==> config.mk <==
export PLATFORM = sky130hd
export DESIGN_NAME = wgsp_alu
export DESIGN_NICKNAME = d
export VERILOG_FILES = /design/src/rtl/wgsp_pkg.sv /design/src/rtl/wgsp_alu.sv
export SDC_FILE = /design/constraint.sdc
export NUM_CORES = 1
export LEC_CHECK = 0
export BUFFER_PORTS_ARGS = -buffer_cell sky130_fd_sc_hd__buf_2
export CAP_MARGIN = 20
export CORE_UTILIZATION = 54
export DETAILED_ROUTE_END_ITERATION = 6
export PLACE_DENSITY = 0.91
export SKIP_LAST_GASP = 1
export SLEW_MARGIN = 5
export SYNTH_ARGS = -nofsm -noshare
export SYNTH_HDL_FRONTEND = slang
export SYNTH_SLANG_ARGS = --single-unit
==> constraint.sdc <==
create_clock -name vclk -period 10.85
set_clock_uncertainty 0.05 [all_clocks]
set_input_delay 2.17 -clock vclk [all_inputs]
set_output_delay 2.17 -clock vclk [all_outputs]
set_load 0.01 [all_outputs]
==> src/rtl/wgsp_pkg.sv <==
// Shared types, codes and constants for the weighted graph shortest path engine.
// Used by the interfaces, the ALU, the top level and the checker; depends on nothing.
`default_nettype none

package wgsp_pkg;

  localparam int DEF_MAX_VERTICES = 64;
  localparam int DEF_MAX_DEGREE   = 16;
  localparam int DEF_WEIGHT_BITS  = 12;

  localparam int CMD_W  = 3;
  localparam int VTX_W  = 6;
  localparam int EW_W   = 12;
  localparam int STS_W  = 2;
  localparam int ANS_W  = 20;
  localparam int CFG_W  = 7;
  localparam int IND_W  = 11;
  localparam int DIST_W = 20;
  localparam int SUM_W  = 21;

  localparam logic [IND_W-1:0]  IND_MAX = 11'd2047;
  localparam logic [DIST_W-1:0] UNREACH = 20'd999999;

  typedef enum logic [CMD_W-1:0] {
    CMD_ADD    = 3'd0,
    CMD_REMOVE = 3'd1,
    CMD_EDGE   = 3'd2,
    CMD_DEGREE = 3'd3,
    CMD_COMMON = 3'd4,
    CMD_ALL    = 3'd5,
    CMD_DIST   = 3'd6
  } cmd_t;

  typedef enum logic [STS_W-1:0] {
    STS_OK     = 2'd0,
    STS_RANGE  = 2'd1,
    STS_FULL   = 2'd2,
    STS_NOEDGE = 2'd3
  } status_t;

  typedef enum logic {
    CFG_DIRECTED = 1'b0,
    CFG_VCOUNT   = 1'b1
  } cfg_idx_t;

  typedef enum logic {
    ALU_ADD = 1'b0,
    ALU_SUB = 1'b1
  } alu_op_t;

  typedef struct packed {
    alu_op_t          op;
    logic [SUM_W-1:0] x;
    logic [SUM_W-1:0] y;
    logic [SUM_W-1:0] z;
  } alu_req_t;

  typedef struct packed {
    logic [SUM_W-1:0] res;
    logic             lt;
  } alu_rsp_t;

  typedef enum logic [5:0] {
    ST_IDLE, ST_DECODE, ST_EMIT,
    ST_DG_RD, ST_DG_ANS,
    ST_ADD_RA, ST_ADD_RB, ST_ADD_CHK, ST_ADD_RB2, ST_ADD_WB,
    ST_SC_LEN, ST_SC_LEN2, ST_SC_RD, ST_SC_CMP, ST_SC_DONE,
    ST_RM_MOVE, ST_RM_IND, ST_RM_INDW,
    ST_CN_LEN, ST_CN_LEN2, ST_CN_RD, ST_CN_GOT,
    ST_SP_INIT, ST_SP_SRC, ST_SP_POP, ST_SP_POP2, ST_SP_POP3,
    ST_SP_EDGE, ST_SP_NB, ST_SP_REL, ST_SP_ORD, ST_SP_OUT,
    ST_SP_ONE_RD, ST_SP_ONE
  } state_t;

endpackage

`default_nettype wire

==> src/rtl/wgsp_alu.sv <==
// Shared add/subtract and compare unit used for relaxation and degree counts.
// Depends on wgsp_pkg for the request and response types.
`default_nettype none

module wgsp_alu import wgsp_pkg::*; (
  input  wire alu_req_t req,
  output alu_rsp_t      rsp
);

  logic [SUM_W-1:0] res;

  always_comb begin
    unique case (req.op)
      ALU_ADD: res = req.x + req.y;
      ALU_SUB: res = req.x - req.y;
      default: res = req.x;
    endcase
    rsp.res = res;
    rsp.lt  = (res < req.z);
  end

endmodule

`default_nettype wire

# Word level (Yosys, flattened, before mapping)
# Cells that the tools add are included.
# word_totals
ff_bits,0
out_inout_bits,22
# op_classes
add_sub_neg,2
n_lt_le_gt_ge,1
n_mux,1
bitwise,1
# ops
operator,count
21-bit one-hot mux with 2 select lines,1
21-bit adder,1
21-bit < comparator,1
21-bit subtractor,1
1-bit inverter,1

# Longest topological paths before layout
# logic_depth
depth_word,3
ltp_mapped,21
depth_no_buf,21

# Worst setup path before layout
# OpenSTA, ideal clock, no wires.
# synth_path
kind,input to output
startpoint,input port req[63] in the netlist's numbering
endpoint,output port rsp[0] in the netlist's numbering
arrival_ps,6035
path_slack_ps,2595
path_stages,19
path_buffers,2
cell_sequence,clkbuf_1 -> clkbuf_1 -> nor2_1 -> xnor2_1 -> ha_1 -> a21o_1 -> a31o_1 -> o21ai_2 -> a21oi_1 -> or4_1 -> o311ai_1 -> xnor2_1 -> ha_1 -> a21o_1 -> a21oi_1 -> o21ai_0 -> a221o_1 -> a21o_1 -> a211oi_1
# synth_rtl
item,line_no,source
start: declaration,wgsp_alu.sv:6,"input wire alu_req_t req,"
end: declaration,wgsp_alu.sv:7,output alu_rsp_t rsp

==> flow_summary_export.csv <==
group,metric,value,unit
status,status,"completed",
die,die_height,60.6,µm
drt,post_drt_via_cell_ratio,5.50,
synthesis,synth_nets,373,
die,floorplan.core_area,3150,µm²
placement,io_buffers,86,
placement,number_of_placed_instances_with_taps_included,395,
die,io_pins,86,
die,floorplan.die.width,60.6,µm
placement,detailed_place_hpwl,4.35,mm
layout,layout.nets,459,
worst_setup_path,endpoint_kind,"output pin",
worst_setup_path,critPathLaunchType,"input pin",
sta,timing.hold.ws,4.71,ns
global_routing,grt_max_degree,21,
sta,finalSetupTns,0,ns
worst_setup_path,max_stage_delay,0.42,ns
drt,num_vias,2171,
pwr,power_per_cell_area,95.9,nW/µm²
pwr,fraction_of_power_spent_switching_nets,54.8,%
sta,final_min_period_over_clock_period,80.7,%
min_path,worst_hold_path_type,"in2out",
layout,layout.core_utilization,74.0,%
drt,ant_nets,0,
die,std_cell_rows,20,
run,max_cap_violations,0,
clock_network,hold_buffers,0,
global_routing,global_route.overflow_total,0,
sta,finalSetupViolCount,0,
layout,layout.clock_buffers,0,
synthesis,mapped_area,1860,µm²
layout,filler_instances,278,
global_routing,first_global_vias,1897,
sta,maxClockFrequency,0.114,GHz
synthesis,avgSynthCellArea,6.95,µm²
worst_setup_path,timing.critical_path.slowest_stage_cell,"o41ai_1",
layout,final_layout_size_suffix_gt1_share,25.9,%
layout,finish.cell_count_without_fillers,395,
die,total_die_area,3670,µm²
synthesis,synthesis.instances,267,
clock_network,post_cts_buffers,0,
sta,drv_slew,0,
pwr,total_switching_power,0.123,mW
pwr,p_comb_share,100.0,%
drt,detail_route.drc_violations,0,
layout,syn_to_final_growth,25.8,%
synthesis,synth_sequential_area_ratio,0,%
placement,gp_congestion,0.850,
worst_setup_path,worstSetupPathType,"in2out",
pwr,worst_vdd_ir,0.0334,mV
worst_setup_path,timing.critical_path.fanout_max,5,
drt,avgRoutedWirePerCell,12.3,µm
clock_network,cts_resized,0,
pwr,seq_power_share,0,%
layout,sequential_cell_area,0,µm²
global_routing,grt.total_usage,26.6,%
pwr,post_route_total_power,0.224,mW
pwr,cell_internal_pwr,0.101,mW
worst_setup_path,crit_start,"req[22]",
worst_setup_path,critical_path.cell_chain,"buf_2 -> nor3_1 -> nand2_1 -> nor2_1 -> nand2_1 -> nor2_1 -> nor2_1 -> xnor2_1 -> ha_1 -> and3_1 -> and4_1 -> a32oi_1 -> nand2_1 -> o41ai_1 -> xnor2_1 -> ha_1 -> a21oi_1 -> o21ai_0 -> a221o_1 -> a21o_1 -> a211oi_1 -> buf_2",
worst_setup_path,worstPathArrival,6.53,ns
pwr,leakage,1.31,nW
sta,worst_pin_slew,0.601,ns
drt,drt_iter0_markers,79,
layout,antenna_cells,0,
sta,rsz0062_at_grt,"no",
global_routing,first_pass_grt_wire_length,7.65,mm
worst_setup_path,endpoint,"rsp[0]",
drt,drt_pre_antenna_iters,4,
synthesis,unique_masters_post_synth,40,
global_routing,grt_antenna_before_repair,0,
synthesis,synthesis.yosys.warnings,0,
pwr,clock_network_fraction_of_design_power,0,%
worst_setup_path,cp.required,8.63,ns
sta,slew-limit-headroom,59.5,%
sta,timing.final.crit_period,8.75,ns
sta,final_hold_viol_count,0,
die,floorplan.initialDensity,58.8,%
layout,n_sequential_cell,0,
drt,routed_wl,4.84,mm
worst min path at each step:
stage / from / endpoint / slack (ns) / depth (start not counted)
6_report: req[21] / rsp[1] / 4.71 / 4
5_1_grt: req[21] / rsp[1] / 4.75 / 4
4_1_cts: req[21] / rsp[1] / 4.72 / 4
3_5_place_dp: req[21] / rsp[1] / 4.71 / 4
3_3_place_gp: req[21] / rsp[1] / 4.70 / 4
2_1_floorplan: req[21] / rsp[1] / 4.47 / 2
per-stage QoR:
step                      instance area (µm²)  setup WS (ns)
after global routing                     2330           1.70
after detailed placement                 2330           2.09
final                                    2330           2.10
after global placement                   2330           2.34
after CTS                                2330           2.08
after floorplan                          1860           2.59
worst max-delay path, delay by kind of cell:
| family | cells | cell delay [ns] |
|---|---|---|
| buf+inv | 2 | 0.28 |
| compound gates | 7 | 1.57 |
| fa+ha+maj | 2 | 0.64 |
| simple gates | 9 | 1.52 |
| xor+xnor | 2 | 0.34 |
power by group through the flow:
stage          Combinational [mW]  Sequential [mW]  Clock [mW]
2_1_floorplan               0.151                0           0
3_3_place_gp                0.215                0           0
3_5_place_dp                0.222                0           0
4_1_cts                     0.223                0           0
5_1_grt                     0.251                0           0
6_report                    0.224                0           0
final cells by class:
cell class         count  area, µm²  share of cell area (%)
multi-input cells    232       1720                    73.9
repair buffers        86        430                    18.4
well taps             44       55.1                    2.36
inverters             33        124                    5.31
kinds of logic after synthesis:
family	after synthesis	share of synthesized area, %
and+or+nand+nor	76	19.9
buffers and inverters	35	7.08
adders and majority gates	42	28.7
xor gates and xnor gates	38	17.9
AOI/OAI and AO/OA	75	25.8
muxes	1	0.607
metal layers:
| metal | wire length, µm | GRT usage (%) | part of all wire [%] |
|---|---|---|---|
| met1 | 2220 | 34.5 | 46 |
| met2 | 2350 | 49.3 | 48 |
| met3 | 232 | 1.07 | 4.8 |
| met4 | 38 | 4.22 | 0.79 |
| met5 | 0 | 0 | 0 |
Yosys cell counts (2+ instances only):
cell | count | area (µm²)
nand3_1 | 2 | 10.0
nor2b_1 | 4 | 25.0
o211ai_1 | 3 | 22.5
nand2_1 | 16 | 60.1
ha_1 | 41 | 513
a31oi_1 | 4 | 25.0
o21ai_0 | 7 | 35.0
a21oi_1 | 30 | 150
and3_1 | 4 | 25.0
clkbuf_1 | 2 | 7.51
xor2_1 | 6 | 52.6
nand4_1 | 3 | 18.8
inv_1 | 33 | 124
xnor2_1 | 32 | 280
nor2_1 | 29 | 109
nor4_1 | 4 | 25.0
o21a_1 | 4 | 30.0
nor3_1 | 6 | 30.0
a21o_1 | 16 | 120
layout by cell type, fill, tap and decap left out, types with 2 or more instances in the layout:
master,n
nor3_1,6
ha_1,41
a21o_1,16
a21oi_1,30
nand2_1,16
nor4_1,4
and3_1,4
o21a_1,4
xor2_1,6
o21ai_0,7
a31oi_1,4
inv_1,33
nand4_1,3
xnor2_1,32
buf_2,86
nor2b_1,4
o211ai_1,3
nor2_1,29
nand3_1,2
Power figures use the tool's default switching activity.
