[config.mk]
export PLATFORM = sky130hd
export DESIGN_NAME = wgsp_ram
export DESIGN_NICKNAME = d
export VERILOG_FILES = /design/src/rtl/wgsp_ram.sv
export SDC_FILE = /design/constraint.sdc
export NUM_CORES = 1
export LEC_CHECK = 0
export BUFFER_PORTS_ARGS = -buffer_cell sky130_fd_sc_hd__buf_2
export CORE_ASPECT_RATIO = 1.25
export CORE_MARGIN = 1.5
export CORE_UTILIZATION = 60
export DETAILED_ROUTE_END_ITERATION = 7
export HOLD_SLACK_MARGIN = 0.12
export PLACE_DENSITY_LB_ADDON = 0.05
export SKIP_LAST_GASP = 1
export SLEW_MARGIN = 20
export SYNTH_ARGS = -nofsm -noshare
export SYNTH_HDL_FRONTEND = slang
export SYNTH_SLANG_ARGS = --single-unit
[constraint.sdc]
create_clock -name clk -period 1.75 [get_ports clk]
set_input_delay 0.0875 -clock clk [delete_from_list [all_inputs] [get_ports clk]]
set_output_delay 0.0875 -clock clk [all_outputs]
set_load 0.1 [all_outputs]
[src/rtl/wgsp_ram.sv]
// Generic simple dual-port RAM: one write port, one read port with registered data.
// Depends on nothing.
`default_nettype none

module wgsp_ram #(
  parameter int WIDTH = 8,
  parameter int DEPTH = 16,
  localparam int AW = (DEPTH > 1) ? $clog2(DEPTH) : 1
) (
  input  wire logic             clk,
  input  wire logic             we,
  input  wire logic [AW-1:0]    waddr,
  input  wire logic [WIDTH-1:0] wdata,
  input  wire logic [AW-1:0]    raddr,
  output logic      [WIDTH-1:0] rdata
);

  logic [WIDTH-1:0] mem_r [DEPTH];
  logic [WIDTH-1:0] rdata_r;

  always_ff @(posedge clk) begin
    if (we) begin
      mem_r[waddr] <= wdata;
    end
    rdata_r <= mem_r[raddr];
  end

  assign rdata = rdata_r;

endmodule

`default_nettype wire

Word-level counts from Yosys, hierarchy flattened
Memories as Yosys holds them, arrays and structs flattened. A register that Yosys moved wholly into a read port is not among the register bits.
Index checks and enable logic that the tools add are counted.
Widths: inputs -> output; s select.

word-level totals
  bits in registers = 0
  memory bits (writable) = 128
  input bits = 18
  output and inout bits = 8
  logic and storage cells = 3
  memories = 1

operators by class
  muxes and demuxes = 2

memory list
  name   words  width  rd ports  clocked after memory_dff  wr ports  line  RTL
  mem_r  16     8      1         1                         1         18    logic [WIDTH-1:0] mem_r [DEPTH];

operators by type and width
  operator  count
  $mux 1    2

Logic depth before layout (Yosys ltp)
Gate-level depths: netlist of the first run.

  word-level depth = 2
  depth in mapped cells = 5

Worst setup path after synthesis of the first run
Ideal clock, no wire load.

  path type = input-to-reg
  start point = input port waddr[2]
  end point = memory mem_r[0][0], enable pin
  library setup time = 0.383 ns
  arrival time = 1.197 ns
  path slack = 0.170 ns
  stages on the path = 2
  path buffers = 0
  cells stage by stage = or3b_2 > nor3_1

RTL lines
  what         line  RTL
  from (decl)  12    input wire logic [AW-1:0] waddr,
  to (decl)    18

Straight into the memory's write port.

Worst setup path after layout of the first run
  start point = register rdata_r[6] (netlist: rdata[6]) (read register of mem_r)
  end point = output port rdata[6]

RTL lines
  what         line  RTL
  from (decl)  19    logic [WIDTH-1:0] rdata_r;
  to (decl)    15    output logic [WIDTH-1:0] rdata

No word-level cell between the ends.

==> results of run 1 <==
area by class of cell:
| class | count | area [sq um] | area share [%] |
|---|---|---|---|
| clock buffer | 22 | 462.9 | 7.481 |
| clock inverter | 10 | 125.1 | 2.022 |
| multi-input combinational | 83 | 1057 | 17.08 |
| sequential | 136 | 4004 | 64.70 |
| tap | 97 | 121.4 | 1.961 |
| timing repair buffer | 56 | 417.9 | 6.753 |
metrics by stage:
step                std cells  area (sq um)  setup slack, ns
floorplan                 229          5147           0.1696
global placement          363          5510           0.2689
detailed placement        363          5510           0.2666
CTS                       404          6188           0.3279
global route              404          6188           0.3245
finish                    404          6188           0.3698
Yosys cell counts:
master and count:
a22oi_1 16, and2_1 1, and2b_1 1, buf_2 3, buf_4 1, buf_6 3, clkdlybuf4s25_2 3, dfxtp_1 8
edfxtp_1 128, mux4_1 14, mux4_2 18, nand2_1 9, nand2b_1 2, nand3_1 1, nand3b_1 2, nor2_1 13
nor2b_1 1, nor3_1 4, or3b_2 1
per-layer routing:
metal	share of wire, %	GRT usage (%)
met5	0	0
met4	1.6	10.14
met3	3.9	5.590
met2	52	36.33
met1	43	29.97
logic make-up (layout without fill, tap and decap cells):
family	after synthesis	after routing
and+or+nand+nor	35	35
AOI/OAI and AO/OA	16	16
DFF	136	136
muxes	32	32
buffers and inverters	10	88
final timing paths:
path                            slack [ns]  cells after the start                    from                     to
worst max-delay path                  0.37                      1        rdata[6]$_DFF_P_               rdata[6]
worst min-delay path                  0.15                      3                waddr[0]  mem_r[4][0]$_DFFE_PP_
worst max register to register        0.40                      3   mem_r[1][5]$_DFFE_PP_       rdata[5]$_DFF_P_
worst min register to register        0.67                      3  mem_r[14][1]$_DFFE_PP_       rdata[1]$_DFF_P_
registers in the layout (all words and copies together), names as in the netlist:
register and cells:
mem_r 128, rdata 8
power breakdown:
part	internal, mW	switching, mW	total [mW]
Combinational	0.165	0.345	0.510
Sequential	3.64	0.0199	3.66
Clock	2.26	1.21	3.47
Total	6.07	1.57	7.64
==> run metrics, run 1 <==
Rel. slew slack 58.55%; All-Layer GR Usage 22.73%; antenna violations before repair 0; RSZ-0062 raised after global routing no; worst slew pin tran 0.6195 ns; Gate Count Post-Synth 229; multiplexer share of the synthesized area 15.02%; RePlAce Congestion 0.7618; P_leak 2.160 nW; status finished with violations; number of synthesized register bits 136; crit path cell chain buf_2; nets 312; largest family of logic cells by synthesized area multiplexers; CTS Sinks 136; commonest non-fill, non-tap cells in the layout 128 x edfxtp_1, 25 x buf_2, 19 x buf_4; vias 2424; CTS tree yes; final hold vios 0; area leader, netlist edfxtp_1; layout cells sized above 1 31.27%; synth warn 0; post-synthesis compound-gate area fraction 2.333%; Tcrit/Tclk final 78.87%; most common cell after layout, fill and taps aside edfxtp_1; HP Class in2reg; Clock Tree Buf Depth 2; Synth Cell Area 0.005147 sq mm; Min Hold Slack 0.1477 ns; final setup violating endpoints 0; Core Util, Final 74.68%; core area 0.008287 sq mm; crit path kind reg2out; Clk pin slew, worst setup/hold paths 0.06 ns; post-DR wirelength/cell 22.73 um; vias in the first global route 2607; critical path endpoint category primary output; aggregate global routing overflow 0; antenna viol nets, final 0; CP Max Fanout 1; top post-synthesis cells by area edfxtp_1 75%, mux4_2 7.9%, mux4_1 7.1%; fillers 474; Worst setup SP type register; WP buf/inv 1; fmax 724.5 MHz; worst skew pair latency 0.52 ns; maximum vdd drop 0.8494 mV; Inserted Diodes 0; root buffer selected by CTS clkbuf_8; H-Tree Depth 4; crit-path leading delay family buffers and inverters; placed wire-length estimate 5924 um; clock skew 0.005853 ns; Synth cell types 19; Die Height 106.6 um; I/O pins 26; Slew Limit Fails 0; row cnt 37; # Max-Cap Violations 0; CTS resizes 0; Pwr Density 1235 mW/mm^2; initial drt markers 174; Synth Area in Simple Gates 3.184%; drc violations 1; Die W 85.85 um; Pwr Total 7.644 mW; minimum clock period 1.380 ns; failing checks DRC; number of port buffers 25; Synth Area in Adders 0%; syn_nets 247; Req. time, crit path 1.66 ns; crit path DAT 1.29 ns; WL final 9184 um; first-pass GRT wire length 14310 um; Die Area 0.009147 sq mm; area grow syn2layout 20.22%; Synth Area in XOR/XNOR 0%; Setup TNS Final 0 ns; hold buffers post-CTS 9; crit-path max cell delay 0.44 ns; total CTS buffers 17; Avg Inst Size Synth 22.48 sq um; Via density 6.000; initial core utilization 62.12%; share of the yosys chip area belonging to registers 77.78%; CP max stage cell buf_2; largest net degree at the start of global routing 33; Synth top area share 74.67%; DR pass1 iterations 7; Post-CTS Setup Bufs 0
Note: power is estimated with default switching activity, not from simulation.
==> run 2, diff against run 1 <==
- clock period: 1.75 -> 1.3 ns (I/O delays scaled with it)
==> run metrics, run 2 (synthesis gave the netlist of run 1 again) <==
final hold vios 0 (unchanged); worst slew pin tran 0.9390 ns (was 0.6195 ns); P_leak 2.188 nW (was 2.160 nW); Req. time, crit path 1.70 ns (was 1.66 ns); status finished, final reports clean (was finished with violations); core area 0.008287 sq mm (unchanged); # Max-Cap Violations 0 (unchanged); WL final 9607 um (was 9184 um); antenna violations before repair 0 (unchanged); All-Layer GR Usage 23.16% (was 22.73%); initial core utilization 62.12% (unchanged); Worst setup SP type register (unchanged); HP Class in2reg (unchanged); minimum clock period 1.276 ns; initial drt markers 256 (was 174); post-DR wirelength/cell 23.09 um (was 22.73 um); maximum vdd drop 1.258 mV (was 0.8494 mV); hold path depth 4 (was 3); total CTS buffers 17 (unchanged); Biggest register mem_r (unchanged); Tcrit/Tclk final 98.12%; vias in the first global route 2638 (was 2607); origin of the worst setup path mem_r[3][2]$_DFFE_PP_ (was rdata[6]$_DFF_P_); max reg flops 128 (unchanged); CP Max Fanout 1 (unchanged); hold_sp raddr[2] (was waddr[0]); I/O pins 26 (unchanged); worst skew pair latency 0.52 ns (about the same); layout cells sized above 1 37.62% (was 31.27%); area grow syn2layout 22.61% (was 20.22%); antenna viol nets, final 0 (unchanged); Clk pin slew, worst setup/hold paths 0.05 ns (was 0.06 ns); crit path kind reg2reg (was reg2out); Clock Tree Buf Depth 2 (unchanged); aggregate global routing overflow 0 (unchanged); Inserted Diodes 0 (unchanged); Die Area 0.009147 sq mm (unchanged); Via density 6.111 (was 6.000); vias 2542 (was 2424); row cnt 37 (unchanged); hold endpoint rdata[2]$_DFF_P_ (was mem_r[4][0]$_DFFE_PP_); critical path endpoint category register (was primary output); most common cell after layout, fill and taps aside edfxtp_1 (unchanged); first-pass GRT wire length 14540 um (was 14310 um); worst setup slack after layout 0.02443 ns (was 0.3698 ns); crit path DAT 1.68 ns (was 1.29 ns); fmax 784.0 MHz; clock skew 0.007827 ns (was 0.005853 ns); nets 324 (was 312); drc violations 0 (was 1); Die W 85.85 um (unchanged); root buffer selected by CTS clkbuf_8 (unchanged); Pwr Total 10.25 mW (was 7.644 mW); Pwr Density 1624 mW/mm^2 (was 1235 mW/mm^2); number of port buffers 25 (unchanged); final setup violating endpoints 0 (unchanged); placed wire-length estimate 6011 um (was 5924 um); R2R Path Start mem_r[3][2]$_DFFE_PP_ (was mem_r[1][5]$_DFFE_PP_); largest net degree at the start of global routing 17 (was 33); fillers 469 (was 474); H-Tree Depth 4 (unchanged); Slew Limit Fails 0 (unchanged); RSZ-0062 raised after global routing yes (was no); reg2reg path depth 3 (unchanged); pre-CTS setup slack -0.1630 ns (was 0.2666 ns); Die Height 106.6 um (unchanged); CTS tree yes (unchanged); worst reg2reg endpoint rdata[2]$_DFF_P_ (was rdata[5]$_DFF_P_); CTS Sinks 136 (unchanged); commonest non-fill, non-tap cells in the layout 128 x edfxtp_1, 39 x buf_4, 23 x mux4_2 (was 128 x edfxtp_1, 25 x buf_2, 19 x buf_4); Rel. slew slack 37.17% (was 58.55%); RePlAce Congestion 0.7291 (was 0.7618); reg-to-reg slack, setup 0.02 ns (was 0.40 ns); DR pass1 iterations 4 (was 7)
run 2: cell count changes in the layout (fill, tap and decap cells not counted), moves of 2 or more:
cell	delta
buf_4	+20
mux4_2	+5
buf_2	-8
clkbuf_8	+2
clkinv_2	-4
clkinvlp_4	+2
a22oi_1	-8
a22oi_2	+8
mux4_1	-5
run 2: metrics by stage:
step | util, % | setup TNS [ns] | hold WS [ns] | cell area (sq um) | cells
floorplan | - | -0.8630 | 0.1639 | 5152 | 229
global placement | 67.40 | -0.8371 | 0.4491 | 5585 | 374
detailed placement | 67.40 | -1.422 | 0.4622 | 5585 | 374
CTS | 75.99 | -0.009146 | 0.1201 | 6297 | 416
global route | 76.16 | -0.1043 | 0.1754 | 6311 | 416
finish | 76.16 | 0 | 0.1473 | 6311 | 416
run 2: repair_timing:
action,CTS,global route
pin swaps,1,4
endpoints found under the setup margin,11,8
hold buffers,10,0
endpoints found under the hold margin,152,0
buffers inserted,0,0
gates resized for setup,13,8
run 2: worst max path at each step:
stage                             to  slack (ns)
3_3_place_gp        rdata[1]$_DFF_P_       -0.16
6_report            rdata[2]$_DFF_P_        0.02
4_1_cts             rdata[2]$_DFF_P_      -0.009
5_1_grt             rdata[3]$_DFF_P_       -0.04
2_1_floorplan  mem_r[3][0]$_DFFE_PP_       -0.03
3_5_place_dp        rdata[0]$_DFF_P_       -0.16
run 2: metal layers:
| layer | part of all wire (%) | vias up | track usage (%) |
|---|---|---|---|
| met3 | 6.5 | 14 | 6.366 |
| li1 | - | 1125 | - |
| met4 | 1.7 | 0 | 13.02 |
| met2 | 52 | 111 | 35.60 |
| met1 | 40 | 1292 | 30.14 |
| met5 | 0 | - | 0 |
run 2: power breakdown:
part	total, mW	internal (mW)	switching [mW]
logic	0.747	0.266	0.481
clock network	4.57	2.96	1.60
registers	4.94	4.91	0.0305
total	10.3	8.14	2.12
run 2: cell type report:
class	count	area (sq um)	share of cell area, %
Multi-Input combinational cell	83	1084	17.17
Clock buffer	24	490.5	7.772
Clock inverter	8	93.84	1.487
Tap cell	97	121.4	1.923
Sequential cell	136	4004	63.44
Timing Repair Buffer	68	518.0	8.208
run 2: critical path, cell delays in order, from the launching register on:
cell and delay (ns):
edfxtp_1 0.40, mux4_2 0.52, a22oi_2 0.18, nand2_1 0.06
==> run 3, diff against run 2 <==
- CTS_BUF_LIST: default -> sky130_fd_sc_hd__clkbuf_16
==> run metrics, run 3 (synthesis gave the netlist of run 1 again) <==
commonest non-fill, non-tap cells in the layout 128 x edfxtp_1, 31 x buf_4, 25 x buf_2 (was 128 x edfxtp_1, 39 x buf_4, 23 x mux4_2); CP Max Fanout 1 (unchanged); worst skew pair latency 0.42 ns (was 0.52 ns); crit path kind reg2reg (unchanged); CP max stage cell mux4_1 (was mux4_2); Biggest register mem_r (unchanged); post-DR wirelength/cell 22.96 um (was 23.09 um); P_leak 2.155 nW (was 2.188 nW); hold path depth 3 (was 4); pre-CTS setup slack -0.1630 ns (unchanged); final hold vios 0 (unchanged); RePlAce Congestion 0.7291 (unchanged); RSZ-0062 raised after global routing yes (unchanged); row cnt 37 (unchanged); crit path DAT 1.58 ns (was 1.68 ns); CTS tree yes (unchanged); number of port buffers 25 (unchanged); Die W 85.85 um (unchanged); antenna violations before repair 0 (unchanged); layout cells sized above 1 36.59% (was 37.62%); vias in the first global route 2610 (was 2638); initial drt markers 248 (was 256); I/O pins 26 (unchanged); crit-path leading delay family multiplexers (unchanged); antenna viol nets, final 0 (unchanged); status finished, final reports clean (unchanged); initial core utilization 62.12% (unchanged); Core Util, Final 75.16% (was 76.16%); clock skew 0.01388 ns (was 0.007827 ns); minimum clock period 1.290 ns (was 1.276 ns); worst slew pin tran 0.9038 ns (was 0.9390 ns); Clk pin slew, worst setup/hold paths 0.05 ns (about the same); critical path endpoint category register (unchanged); # Max-Cap Violations 0 (unchanged); All-Layer GR Usage 23.12% (was 23.16%); Via density 6.068 (was 6.111); WL final 9504 um (was 9607 um); crit-path max cell delay 0.55 ns (was 0.52 ns); Die Area 0.009147 sq mm (unchanged); fillers 492 (was 469); Setup TNS Final 0 ns (unchanged); total CTS buffers 17 (unchanged); Stages on worst setup path 3 (unchanged); nets 322 (was 324); Clock Tree Buf Depth 2 (unchanged); Final Cell Area 0.006228 sq mm (was 0.006311 sq mm); non-filler instance count after layout 414 (was 416); Tcrit/Tclk final 99.21% (was 98.12%); Die Height 106.6 um (unchanged); area grow syn2layout 21.00% (was 22.61%); aggregate global routing overflow 0 (unchanged); final setup violating endpoints 0 (unchanged); crit path cell chain mux4_1 > a22oi_2 > nand2_1 (was mux4_2 > a22oi_2 > nand2_1); Placed Area 0.005585 sq mm (unchanged); fmax 775.3 MHz (was 784.0 MHz); Min Hold Slack 0.2110 ns (was 0.1473 ns); max reg flops 128 (unchanged); WP buf/inv 0 (unchanged); maximum vdd drop 1.264 mV (was 1.258 mV); Slew Limit Fails 0 (unchanged); Pwr Density 1605 mW/mm^2 (was 1624 mW/mm^2); CTS Sinks 136 (unchanged); drc violations 0 (unchanged); DR pass1 iterations 5 (was 4); placed wire-length estimate 6011 um (unchanged); core area 0.008287 sq mm (unchanged); worst setup slack after layout 0.01022 ns (was 0.02443 ns); Worst setup SP type register (unchanged); area of the multi-input gates 0.001080 sq mm (was 0.001084 sq mm); largest net degree at the start of global routing 17 (unchanged); Inserted Diodes 0 (unchanged); most common cell after layout, fill and taps aside edfxtp_1 (unchanged); vias 2512 (was 2542); dpl cells 374 (unchanged); root buffer selected by CTS clkbuf_16 (was clkbuf_8); H-Tree Depth 4 (unchanged); Post-CTS Setup Bufs 0 (unchanged); Req. time, crit path 1.59 ns (was 1.70 ns); first-pass GRT wire length 14420 um (was 14540 um); reg2reg path depth 3 (unchanged); HP Class in2reg (unchanged); storage element area 0.004004 sq mm (unchanged); Pwr Total 9.997 mW (was 10.25 mW); Rel. slew slack 39.52% (was 37.17%)
-- run 3: cell count changes in the layout (fill, tap and decap cells not counted) --
cell	delta
dlygate4sd3_1	-2
buf_2	+8
buf_4	-8
clkbuf_8	-6
clkbuf_1	-2
clkbuf_16	+1
mux4_1	-1
clkinv_1	+5
inv_1	+2
mux4_2	+1
-- run 3: layer usage --
| layer | track usage [%] | vias up | share of wire [%] |
|---|---|---|---|
| met4 | 12.56 | 0 | 2.5 |
| met2 | 35.83 | 106 | 52 |
| met1 | 30.01 | 1263 | 39 |
| met5 | 0 | - | 0 |
| met3 | 6.366 | 20 | 6.7 |
| li1 | - | 1123 | - |
-- run 3: worst min-delay path, delay by kind of cell --
| kind | cells | cell delay [ns] |
|---|---|---|
| buf+inv | 2 | 0.32 |
| simple gates | 1 | 0.06 |
-- run 3: where the power goes --
group          switching, mW  internal, mW
registers             0.0289          4.91
clock network           1.59          2.74
logic                  0.480         0.246
-- run 3: timing repair --
action,CTS,global route
hold buffers,8,0
endpoints found under the setup margin,3,8
pin swaps,1,6
gates resized for setup,5,9
gates cloned,0,0
hold endpoints to repair,128,0
-- run 3: final timing paths --
| check | start | slack, ns | endpoint |
|---|---|---|---|
| min | waddr[0] | 0.21 | mem_r[0][3]$_DFFE_PP_ |
| max | mem_r[9][5]$_DFFE_PP_ | 0.01 | rdata[5]$_DFF_P_ |
| max reg2reg | mem_r[9][5]$_DFFE_PP_ | 0.01 | rdata[5]$_DFF_P_ |
| min reg2reg | mem_r[12][2]$_DFFE_PP_ | 0.68 | rdata[2]$_DFF_P_ |
-- run 3: final cells by class --
cell class,count,share of cell area [%]
Clock buffer,17,6.830
Clock inverter,15,1.928
Sequential cell,136,64.28
Multi-Input combinational cell,83,17.34
Timing Repair Buffer,66,7.674
Tap cell,97,1.949
